<file path="config.mk">
export PLATFORM = sky130hd
export DESIGN_NAME = modbus_rtu_response_checker_unit
export DESIGN_NICKNAME = d
export VERILOG_FILES = /design/src/rtl/mrtu_chk_pkg.sv /design/src/rtl/mrtu_chk_front.sv /design/src/rtl/mrtu_chk_queue.sv /design/src/rtl/mrtu_chk_back.sv /design/src/rtl/modbus_rtu_response_checker_unit.sv
export SDC_FILE = /design/constraint.sdc
export NUM_CORES = 1
export LEC_CHECK = 0
export ABC_CLOCK_PERIOD_IN_PS = 5450
export BUFFER_PORTS_ARGS = -buffer_cell sky130_fd_sc_hd__buf_2
export CAP_MARGIN = 20
export CELL_PAD_IN_SITES_DETAIL_PLACEMENT = 1
export CELL_PAD_IN_SITES_GLOBAL_PLACEMENT = 1
export CORE_MARGIN = 2
export CORE_UTILIZATION = 45
export CTS_CLUSTER_DIAMETER = 80
export DETAILED_ROUTE_END_ITERATION = 8
export PLACE_DENSITY = 0.81
export SYNTH_ARGS = -nofsm -noshare
export SYNTH_HDL_FRONTEND = slang
export SYNTH_SLANG_ARGS = --single-unit
</file>
<file path="constraint.sdc">
create_clock -name aclk -period 5.45 [get_ports aclk]
set_clock_uncertainty 0.2 [all_clocks]
set_input_delay 0.545 -clock aclk [delete_from_list [all_inputs] [get_ports aclk]]
set_output_delay 0.545 -clock aclk [all_outputs]
set_load 0.05 [all_outputs]
</file>
<file path="src/rtl/mrtu_chk_pkg.sv">
// ----------------------------------------------------------------------------
// mrtu_chk_pkg
// Types, codes and the CRC-16 byte update shared by the response checker.
// ----------------------------------------------------------------------------
package mrtu_chk_pkg;

    localparam int CNT_W = 9;

    localparam logic [CNT_W-1:0] WRITE_ACK_BYTES = 9'd8;
    localparam logic [CNT_W-1:0] EXCEPTION_BYTES = 9'd5;

    localparam logic [15:0] CRC_INIT = 16'hFFFF;
    localparam logic [15:0] CRC_POLY = 16'hA001;
    localparam logic [7:0]  EXC_FLAG = 8'h80;
    localparam logic [7:0]  FC_READ  = 8'h03;

    localparam logic [2:0] ST_OK        = 3'd0;
    localparam logic [2:0] ST_EXCEPTION = 3'd1;
    localparam logic [2:0] ST_SHORT     = 3'd2;
    localparam logic [2:0] ST_CRC       = 3'd3;
    localparam logic [2:0] ST_PROTOCOL  = 3'd4;

    localparam logic KIND_WORD   = 1'b0;
    localparam logic KIND_STATUS = 1'b1;

    localparam logic [1:0] REG_UNIT_ADDRESS      = 2'd0;
    localparam logic [1:0] REG_FUNCTION_CODE     = 2'd1;
    localparam logic [1:0] REG_READ_QTY          = 2'd2;
    localparam logic [1:0] REG_EXPECTED_ADDRESS  = 2'd3;

    typedef struct packed {
        logic [7:0]  unit_address;
        logic [7:0]  function_code;
        logic [6:0]  read_qty;
        logic [15:0] expected_address;
    } cfg_t;

    typedef struct packed {
        logic             kind;
        logic [15:0]      word;
        logic [CNT_W-1:0] count;
        logic             crc_ok;
        logic [3:0][7:0]  hdr;
    } job_t;

    function automatic logic [15:0] crc_feed(input logic [15:0] crc_in, input logic [7:0] b);
        logic [15:0] c;
        c = crc_in ^ {8'h00, b};
        for (int k = 0; k < 8; k++) begin
            c = c[0] ? ((c >> 1) ^ CRC_POLY) : (c >> 1);
        end
        return c;
    endfunction

endpackage

</file>
<file path="src/rtl/mrtu_chk_front.sv">
// ----------------------------------------------------------------------------
// mrtu_chk_front
// Accepts frame bytes, runs the CRC, byte delay, header capture and byte
// count, and classifies each byte into a data word, a status job or nothing.
// ----------------------------------------------------------------------------
module mrtu_chk_front import mrtu_chk_pkg::*; #(
    parameter int MAX_FRAME_BYTES = 256
) (
    input  logic       aclk,
    input  logic       aresetn,
    input  cfg_t       cfg,
    input  logic       s_valid,
    output logic       s_ready,
    input  logic [7:0] s_rx_byte,
    input  logic       s_end_of_frame,
    output logic       job_valid,
    input  logic       job_ready,
    output job_t       job
);

    localparam logic [CNT_W-1:0] MAX_CNT = CNT_W'(MAX_FRAME_BYTES);

    logic [CNT_W-1:0] count_reg, count_next;
    logic [15:0]      crc_reg, crc_next;
    logic [15:0]      delay_reg, delay_next;
    logic [3:0][7:0]  hdr_reg, hdr_next;
    logic [7:0]       pend_reg, pend_next;

    logic             accept;
    logic             is_read;
    logic             in_range;
    logic             emit_word;
    logic [CNT_W-1:0] last_idx;

    assign s_ready = job_ready;
    assign accept  = s_valid && s_ready;
    assign is_read = (cfg.function_code == FC_READ);

    always_comb begin
        crc_next   = (count_reg >= 9'd2) ? crc_feed(crc_reg, delay_reg[15:8]) : crc_reg;
        delay_next = {delay_reg[7:0], s_rx_byte};
        hdr_next   = hdr_reg;
        if (count_reg < 9'd4) begin
            hdr_next[count_reg[1:0]] = s_rx_byte;
        end
        last_idx  = {1'b0, cfg.read_qty, 1'b0} + 9'd2;
        in_range  = is_read && (count_reg < MAX_CNT) && (count_reg >= 9'd3) &&
                    (count_reg <= last_idx);
        emit_word = in_range && !count_reg[0];
        pend_next = (in_range && count_reg[0]) ? s_rx_byte : pend_reg;
        count_next = (count_reg < MAX_CNT) ? count_reg + 9'd1 : count_reg;

        job.kind   = s_end_of_frame ? KIND_STATUS : KIND_WORD;
        job.word   = {pend_reg, s_rx_byte};
        job.count  = count_next;
        job.crc_ok = (count_next >= 9'd3) && (delay_next[15:8] == crc_next[7:0]) &&
                     (delay_next[7:0] == crc_next[15:8]);
        job.hdr    = hdr_next;
        job_valid  = s_valid && (s_end_of_frame || emit_word);
    end

    always_ff @(posedge aclk) begin
        if (!aresetn) begin
            count_reg <= '0;
            crc_reg   <= CRC_INIT;
            delay_reg <= '0;
            hdr_reg   <= '0;
            pend_reg  <= '0;
        end else if (accept) begin
            if (s_end_of_frame) begin
                count_reg <= '0;
                crc_reg   <= CRC_INIT;
                delay_reg <= '0;
                hdr_reg   <= '0;
                pend_reg  <= '0;
            end else begin
                count_reg <= count_next;
                crc_reg   <= crc_next;
                delay_reg <= delay_next;
                hdr_reg   <= hdr_next;
                pend_reg  <= pend_next;
            end
        end
    end

endmodule

</file>
<file path="src/rtl/mrtu_chk_queue.sv">
// ----------------------------------------------------------------------------
// mrtu_chk_queue
// Two-entry job queue between the byte front end and the result stage.
// ----------------------------------------------------------------------------
module mrtu_chk_queue import mrtu_chk_pkg::*; (
    input  logic aclk,
    input  logic aresetn,
    input  logic in_valid,
    output logic in_ready,
    input  job_t in_job,
    output logic out_valid,
    input  logic out_ready,
    output job_t out_job
);

    job_t       mem_reg [2];
    logic       wr_ptr_reg;
    logic       rd_ptr_reg;
    logic [1:0] cnt_reg, cnt_next;
    logic       push;
    logic       pop;

    assign in_ready  = (cnt_reg != 2'd2);
    assign out_valid = (cnt_reg != 2'd0);
    assign out_job   = mem_reg[rd_ptr_reg];
    assign push      = in_valid && in_ready;
    assign pop       = out_valid && out_ready;

    always_comb begin
        cnt_next = cnt_reg;
        if (push && !pop) begin
            cnt_next = cnt_reg + 2'd1;
        end else if (pop && !push) begin
            cnt_next = cnt_reg - 2'd1;
        end
    end

    always_ff @(posedge aclk) begin
        if (push) begin
            mem_reg[wr_ptr_reg] <= in_job;
        end
    end

    always_ff @(posedge aclk) begin
        if (!aresetn) begin
            wr_ptr_reg <= 1'b0;
            rd_ptr_reg <= 1'b0;
            cnt_reg    <= '0;
        end else begin
            cnt_reg <= cnt_next;
            if (push) begin
                wr_ptr_reg <= !wr_ptr_reg;
            end
            if (pop) begin
                rd_ptr_reg <= !rd_ptr_reg;
            end
        end
    end

endmodule

</file>
<file path="src/rtl/mrtu_chk_back.sv">
// ----------------------------------------------------------------------------
// mrtu_chk_back
// Judges status jobs against the configuration, passes data word jobs through,
// and holds the result in the output register until the receiver takes it.
// ----------------------------------------------------------------------------
module mrtu_chk_back import mrtu_chk_pkg::*; (
    input  logic        aclk,
    input  logic        aresetn,
    input  cfg_t        cfg,
    input  logic        job_valid,
    output logic        job_ready,
    input  job_t        job,
    output logic        m_valid,
    input  logic        m_ready,
    output logic        m_result_kind,
    output logic [15:0] m_data_word,
    output logic [2:0]  m_status,
    output logic [7:0]  m_exception_code,
    output logic        m_last
);

    logic        valid_reg;
    logic        kind_reg, kind_next;
    logic [15:0] word_reg, word_next;
    logic [2:0]  status_reg, status_next;
    logic [7:0]  code_reg, code_next;

    logic             is_read;
    logic [CNT_W-1:0] need_len;
    logic             exc_frame;

    assign job_ready = !valid_reg || m_ready;

    always_comb begin
        is_read      = (cfg.function_code == FC_READ);
        need_len     = is_read ? ({1'b0, cfg.read_qty, 1'b0} + 9'd5) : WRITE_ACK_BYTES;
        exc_frame    = (job.count == EXCEPTION_BYTES) &&
                       (job.hdr[1] == (cfg.function_code | EXC_FLAG));
        kind_next    = job.kind;
        word_next    = 16'h0000;
        status_next  = ST_OK;
        code_next    = 8'h00;
        if (job.kind == KIND_WORD) begin
            word_next = job.word;
        end else if (exc_frame) begin
            if (job.crc_ok) begin
                status_next = ST_EXCEPTION;
                code_next   = job.hdr[2];
            end else begin
                status_next = ST_CRC;
            end
        end else if (job.count < need_len) begin
            status_next = ST_SHORT;
        end else if (!job.crc_ok) begin
            status_next = ST_CRC;
        end else if (job.hdr[0] != cfg.unit_address || job.hdr[1] != cfg.function_code) begin
            status_next = ST_PROTOCOL;
        end else if (is_read) begin
            if (job.hdr[2] != {cfg.read_qty, 1'b0}) begin
                status_next = ST_PROTOCOL;
            end
        end else if ({job.hdr[2], job.hdr[3]} != cfg.expected_address) begin
            status_next = ST_PROTOCOL;
        end
    end

    always_ff @(posedge aclk) begin
        if (!aresetn) begin
            valid_reg <= 1'b0;
        end else if (job_ready) begin
            valid_reg <= job_valid;
        end
    end

    always_ff @(posedge aclk) begin
        if (job_ready && job_valid) begin
            kind_reg   <= kind_next;
            word_reg   <= word_next;
            status_reg <= status_next;
            code_reg   <= code_next;
        end
    end

    assign m_valid          = valid_reg;
    assign m_result_kind    = kind_reg;
    assign m_data_word      = word_reg;
    assign m_status         = status_reg;
    assign m_exception_code = code_reg;
    assign m_last           = (kind_reg == KIND_STATUS);

endmodule

</file>
<file path="src/rtl/modbus_rtu_response_checker_unit.sv">
// ----------------------------------------------------------------------------
// modbus_rtu_response_checker_unit
// Modbus RTU response frame checker with CRC-16 and function 3 word output.
// ----------------------------------------------------------------------------
// Usage:
//   The s_ channel takes one received byte per request, s_end_of_frame set
//   on the final byte of the frame. The m_ channel returns results: a
//   tentative register word (result kind 0) for each complete word of a
//   function 3 read, and one final status (kind 1, last set) per frame.
//   Bytes that complete nothing produce no result.
//   The cfg_ port writes the expected unit, function, quantity and echoed
//   address; write only between frames.
//   Throughput is one byte per cycle while s_ready is high; the front stage
//   updates the CRC a whole byte at a time. A result reaches m_ through the
//   queue entry, written at the edge that accepts its byte, and then the
//   output register, loaded from the queue when it has room.
//   When m_ready is low the output register holds its result, the two-entry
//   queue fills and s_ready drops once it is full; no result is lost.
//   Reset clears the frame state, empties the queue and output register,
//   and loads the configuration defaults 1, 3, 1 and 0.
// ----------------------------------------------------------------------------
module modbus_rtu_response_checker_unit import mrtu_chk_pkg::*; #(
    parameter int MAX_FRAME_BYTES = 256
) (
    input  logic        aclk,
    input  logic        aresetn,
    input  logic        s_valid,
    output logic        s_ready,
    input  logic [7:0]  s_rx_byte,
    input  logic        s_end_of_frame,
    output logic        m_valid,
    input  logic        m_ready,
    output logic        m_result_kind,
    output logic [15:0] m_data_word,
    output logic [2:0]  m_status,
    output logic [7:0]  m_exception_code,
    output logic        m_last,
    input  logic        cfg_we,
    input  logic [1:0]  cfg_index,
    input  logic [15:0] cfg_wdata
);

    cfg_t cfg_reg;
    logic fq_valid, fq_ready;
    job_t fq_job;
    logic qb_valid, qb_ready;
    job_t qb_job;

    always_ff @(posedge aclk) begin
        if (!aresetn) begin
            cfg_reg.unit_address      <= 8'd1;
            cfg_reg.function_code     <= 8'd3;
            cfg_reg.read_qty          <= 7'd1;
            cfg_reg.expected_address  <= 16'd0;
        end else if (cfg_we) begin
            case (cfg_index)
                REG_UNIT_ADDRESS:      cfg_reg.unit_address      <= cfg_wdata[7:0];
                REG_FUNCTION_CODE:     cfg_reg.function_code     <= cfg_wdata[7:0];
                REG_READ_QTY:          cfg_reg.read_qty          <= cfg_wdata[6:0];
                REG_EXPECTED_ADDRESS:  cfg_reg.expected_address  <= cfg_wdata;
                default: ;
            endcase
        end
    end

    mrtu_chk_front #(
        .MAX_FRAME_BYTES(MAX_FRAME_BYTES)
    ) u_front (
        .aclk           (aclk),
        .aresetn        (aresetn),
        .cfg            (cfg_reg),
        .s_valid        (s_valid),
        .s_ready        (s_ready),
        .s_rx_byte      (s_rx_byte),
        .s_end_of_frame (s_end_of_frame),
        .job_valid      (fq_valid),
        .job_ready      (fq_ready),
        .job            (fq_job)
    );

    mrtu_chk_queue u_queue (
        .aclk      (aclk),
        .aresetn   (aresetn),
        .in_valid  (fq_valid),
        .in_ready  (fq_ready),
        .in_job    (fq_job),
        .out_valid (qb_valid),
        .out_ready (qb_ready),
        .out_job   (qb_job)
    );

    mrtu_chk_back u_back (
        .aclk             (aclk),
        .aresetn          (aresetn),
        .cfg              (cfg_reg),
        .job_valid        (qb_valid),
        .job_ready        (qb_ready),
        .job              (qb_job),
        .m_valid          (m_valid),
        .m_ready          (m_ready),
        .m_result_kind    (m_result_kind),
        .m_data_word      (m_data_word),
        .m_status         (m_status),
        .m_exception_code (m_exception_code),
        .m_last           (m_last)
    );

    a_status_is_last: assert property (@(posedge aclk) disable iff (!aresetn)
        m_valid && m_result_kind == KIND_STATUS |-> m_last && m_data_word == 16'h0000)
        else $error("status result without last or with data");

    a_word_is_clean: assert property (@(posedge aclk) disable iff (!aresetn)
        m_valid && m_result_kind == KIND_WORD |->
            !m_last && m_status == ST_OK && m_exception_code == 8'h00)
        else $error("data word result carries status fields");

    a_code_only_on_exc: assert property (@(posedge aclk) disable iff (!aresetn)
        m_valid && m_status != ST_EXCEPTION |-> m_exception_code == 8'h00)
        else $error("exception code outside an exception status");

    a_stall_blocks_input: assert property (@(posedge aclk) disable iff (!aresetn)
        m_valid && !m_ready && !s_ready |=> !s_ready || m_ready || !m_valid)
        else $error("input reopened while output stalled and queue full");

endmodule
</file>
==> summary.txt <==
Run status
  • Status: finished, final reports clean

Setup path
  • Crit path largest cell delay: 0.70 ns
  • Crit path buf inv count: 1
  • CP arrival: 4.46 ns
  • Crit path kind: flip-flop to flip-flop
  • Crit Path Max Fanout: 22
  • CP Launch Type: flip-flop
  • Crit. End Element: flip-flop
  • Crit Reg-Reg Startpoint: cfg_reg[18]$_SDFFE_PN0P_
  • Top cell by count, worst path: o21a_1
  • CP delay by family, top: compound AO/OA/AOI/OAI gates
  • CP startpoint: cfg_reg[18]$_SDFFE_PN0P_
  • Crit-path cells: ha_1, and3_1, nand2_1, xor2_1, ha_1, o21a_1, o21a_1, o21ai_0, a21oi_1, o21a_1, o41ai_2, nor2b_4, buf_4
  • Worst EP required: 5.50 ns
  • Slowest-stage cell, CP: nor2b_4

Logic synthesis
  • Post-synth EDFFs: 146
  • Top cells by area, synth: edfxtp_1 36%, dfxtp_1 20%, mux2i_1 6.0%, nor2b_1 4.0%, mux2_2 3.9%
  • Ys flop type: edfxtp_1
  • Yosys warning count: 0
  • Yosys cell types: 60
  • Cells after Synth: 1,032
  • Mapped Nets: 1,087
  • Area leader, netlist: edfxtp_1
  • Seq/Total Area, Yosys: 56.07%
  • Async S/R FF share, synth: 0%
  • Register bit total from synthesis: 272
  • Mapped Area: 12,320 sq um
  • Yosys top cell area share: 35.60%
  • Mapped Avg Cell Area: 11.93 sq um

Clock network
  • CTS tree: done
  • Clock Pin Slew Worst Setup and Hold Paths: 0.06 ns
  • # Post-CTS Setup Buffers: 0
  • Num CTS Buffers: 28
  • Hold buffer count at cts: 0
  • TritonCTS Sinks: 272
  • Resized cells post-CTS: 0
  • H-tree level count: 1
  • Clk Latency, worst-skew pair: 0.57 ns
  • Clock Path Buffers: 3
  • CTS root buf: clkbuf_16

Floorplanning
  • Num ports: 63
  • Die X: 169.4 um
  • Initial core utilization: 45.70%
  • Core outline area: 26,950 sq um
  • Die Span Y: 169.4 um
  • Cell Rows: 60
  • Die area: 28,710 sq um

Drt
  • Drt pass-1 iters: 5
  • Post-route ant nets: 0
  • Detailed Route Iter0 Violations: 623
  • Routed WL: 32,090 um
  • # DRC: 0
  • Wire per inst: 22.38 um
  • Via count: 8,088
  • Via density: 5.640

Layout
  • Layout cell share with drive strength beyond 1: 16.83%
  • Leading cell type in the layout, fill and taps excluded: edfxtp_1
  • Sequential Area: 6910 sq um
  • Diode count: 0
  • Max reg flops: 118
  • Fill cells: 2,788
  • Area Overhead vs Synth: 12.19%
  • Area of the multi-input gates: 5117 sq um
  • Final Net Count: 1,126
  • Commonest cells after routing, fill and taps aside: 146 x edfxtp_1, 125 x dfxtp_1, 82 x nand2_1, 78 x nor2b_1, 74 x mux2i_1

Placed design
  • HPWL Detailed: 20,940 um
  • RD Place Congestion: 0.8264
  • IO Port Bufs: 62

STA
  • Worst slew margin: 29.02%
  • Period Utilization, post-route: 81.01%
  • Max-slew violations: 0
  • TNS Setup: 0 ns
  • Max Clock Freq: 226.5 MHz
  • Tightest Pin Transition: 1.062 ns
  • Fin. Hold Viols: 0
  • Tmin final: 4.415 ns
  • Final setup fails: 0
  • Unrepaired setup endpoints after global routing: false

Hold path
  • Hold Path Origin: cfg_wdata[10]
  • Hold WC Path Type: input pin to flip-flop

Global routing
  • First-pass GRT wire length: 49,780 um
  • Total gr overflow: 0
  • Antenna violations before repair: 0
  • GRT Total Usage: 22.54%
  • Vias in the first global route: 8,554
  • Largest net degree at the start of global routing: 74

Power
  • Power Dens Cells: 417.7 nW/um^2
  • Leakage: 4.975 nW
  • VDD IR max: 0.3600 mV
  • Final Power: 5.773 mW

Flow run
  • Max-cap viol count: 0
## final cells by class
cell class | instances | share of cell area [%]
multi-input combinational | 684 | 37.03
tap | 341 | 3.088
inverter | 9 | 0.2445
timing repair buffer | 76 | 3.006
sequential | 272 | 50.01
clock buffer | 38 | 5.713
clock inverter | 14 | 0.9055
## cells by family (layout without fill, tap and decap cells)
| family | after synthesis | after routing | share of synthesized area [%] |
|---|---|---|---|
| AO/OA/AOI/OAI | 144 | 144 | 8.096 |
| XOR/XNOR | 102 | 102 | 7.974 |
| adder cells (fa/ha/maj) | 23 | 23 | 2.336 |
| buffers and inverters | 76 | 137 | 2.590 |
| flip-flops | 272 | 272 | 56.07 |
| multiplexers | 118 | 118 | 10.07 |
| AND/OR/NAND/NOR | 297 | 297 | 12.86 |
## synthesized netlist by cell type (3+ instances only)
cell type	number
mux2_2	43
and2_1	8
nor4_1	9
nand3_1	14
and3_1	4
buf_2	6
o21ai_1	3
nor2_1	43
inv_1	9
nand2b_1	6
mux2i_1	74
a21oi_1	26
nor2b_1	79
dfxtp_1	126
a32o_1	8
o22ai_1	12
nand3b_1	4
o21ai_0	15
xnor2_1	52
o21a_1	6
nand2_1	83
nand4_1	10
a2111oi_0	3
edfxtp_1	146
ha_1	23
o31ai_1	3
clkbuf_1	53
a22oi_1	40
nor3_1	5
xnor2_2	6
nor3b_1	18
a21boi_0	18
buf_4	5
xor2_1	40
## worst reg2reg max path, cell delays in order (launching register included)
cell	delay, ns
dfxtp_1	0.46
ha_1	0.26
and3_1	0.24
nand2_1	0.09
xor2_1	0.16
ha_1	0.32
o21a_1	0.12
o21a_1	0.16
o21ai_0	0.17
a21oi_1	0.07
o21a_1	0.21
o41ai_2	0.52
nor2b_4	0.70
buf_4	0.44
## report_power, final
group          internal [mW]  total [mW]  switching, mW
sequential              2.39        2.53          0.142
combinational          0.422        1.35          0.928
clock                   1.07        1.89          0.823
## worst paths after layout
check | depth (start not counted) | slack (ns) | endpoint
worst max-delay path | 13 | 1.03 | u_queue.mem_reg[0][42]$_DFFE_PP_
worst min-delay path | 3 | 0.02 | cfg_reg[10]$_SDFFE_PN0P_
worst max register to register | 13 | 1.03 | u_queue.mem_reg[0][42]$_DFFE_PP_
worst min register to register | 0 | 0.26 | u_queue.mem_reg[1][56]$_DFFE_PP_
## metrics by stage
step | hold WS, ns | instances | setup WS (ns) | util (%) | area, sq um
after global routing | 0.04059 | 1434 | 0.7755 | 51.27 | 13820
final | 0.02157 | 1434 | 1.035 | 51.27 | 13820
after CTS | 0.01235 | 1433 | 1.023 | 51.24 | 13810
after global placement | 0.2317 | 1381 | 1.237 | 47.85 | 12900
after detailed placement | 0.2447 | 1381 | 1.010 | 47.85 | 12900
after floorplan | 0.2259 | 1032 | 0.8376 | - | 12320
## routing by layer
layer	track usage, %	routed length, um	share of wire [%]
met5	0	0	0
met4	9.067	1293	4.0
met3	2.962	1197	3.7
met2	39.66	16090	50
met1	28.10	13500	42
Power figures use the tool's default switching activity.
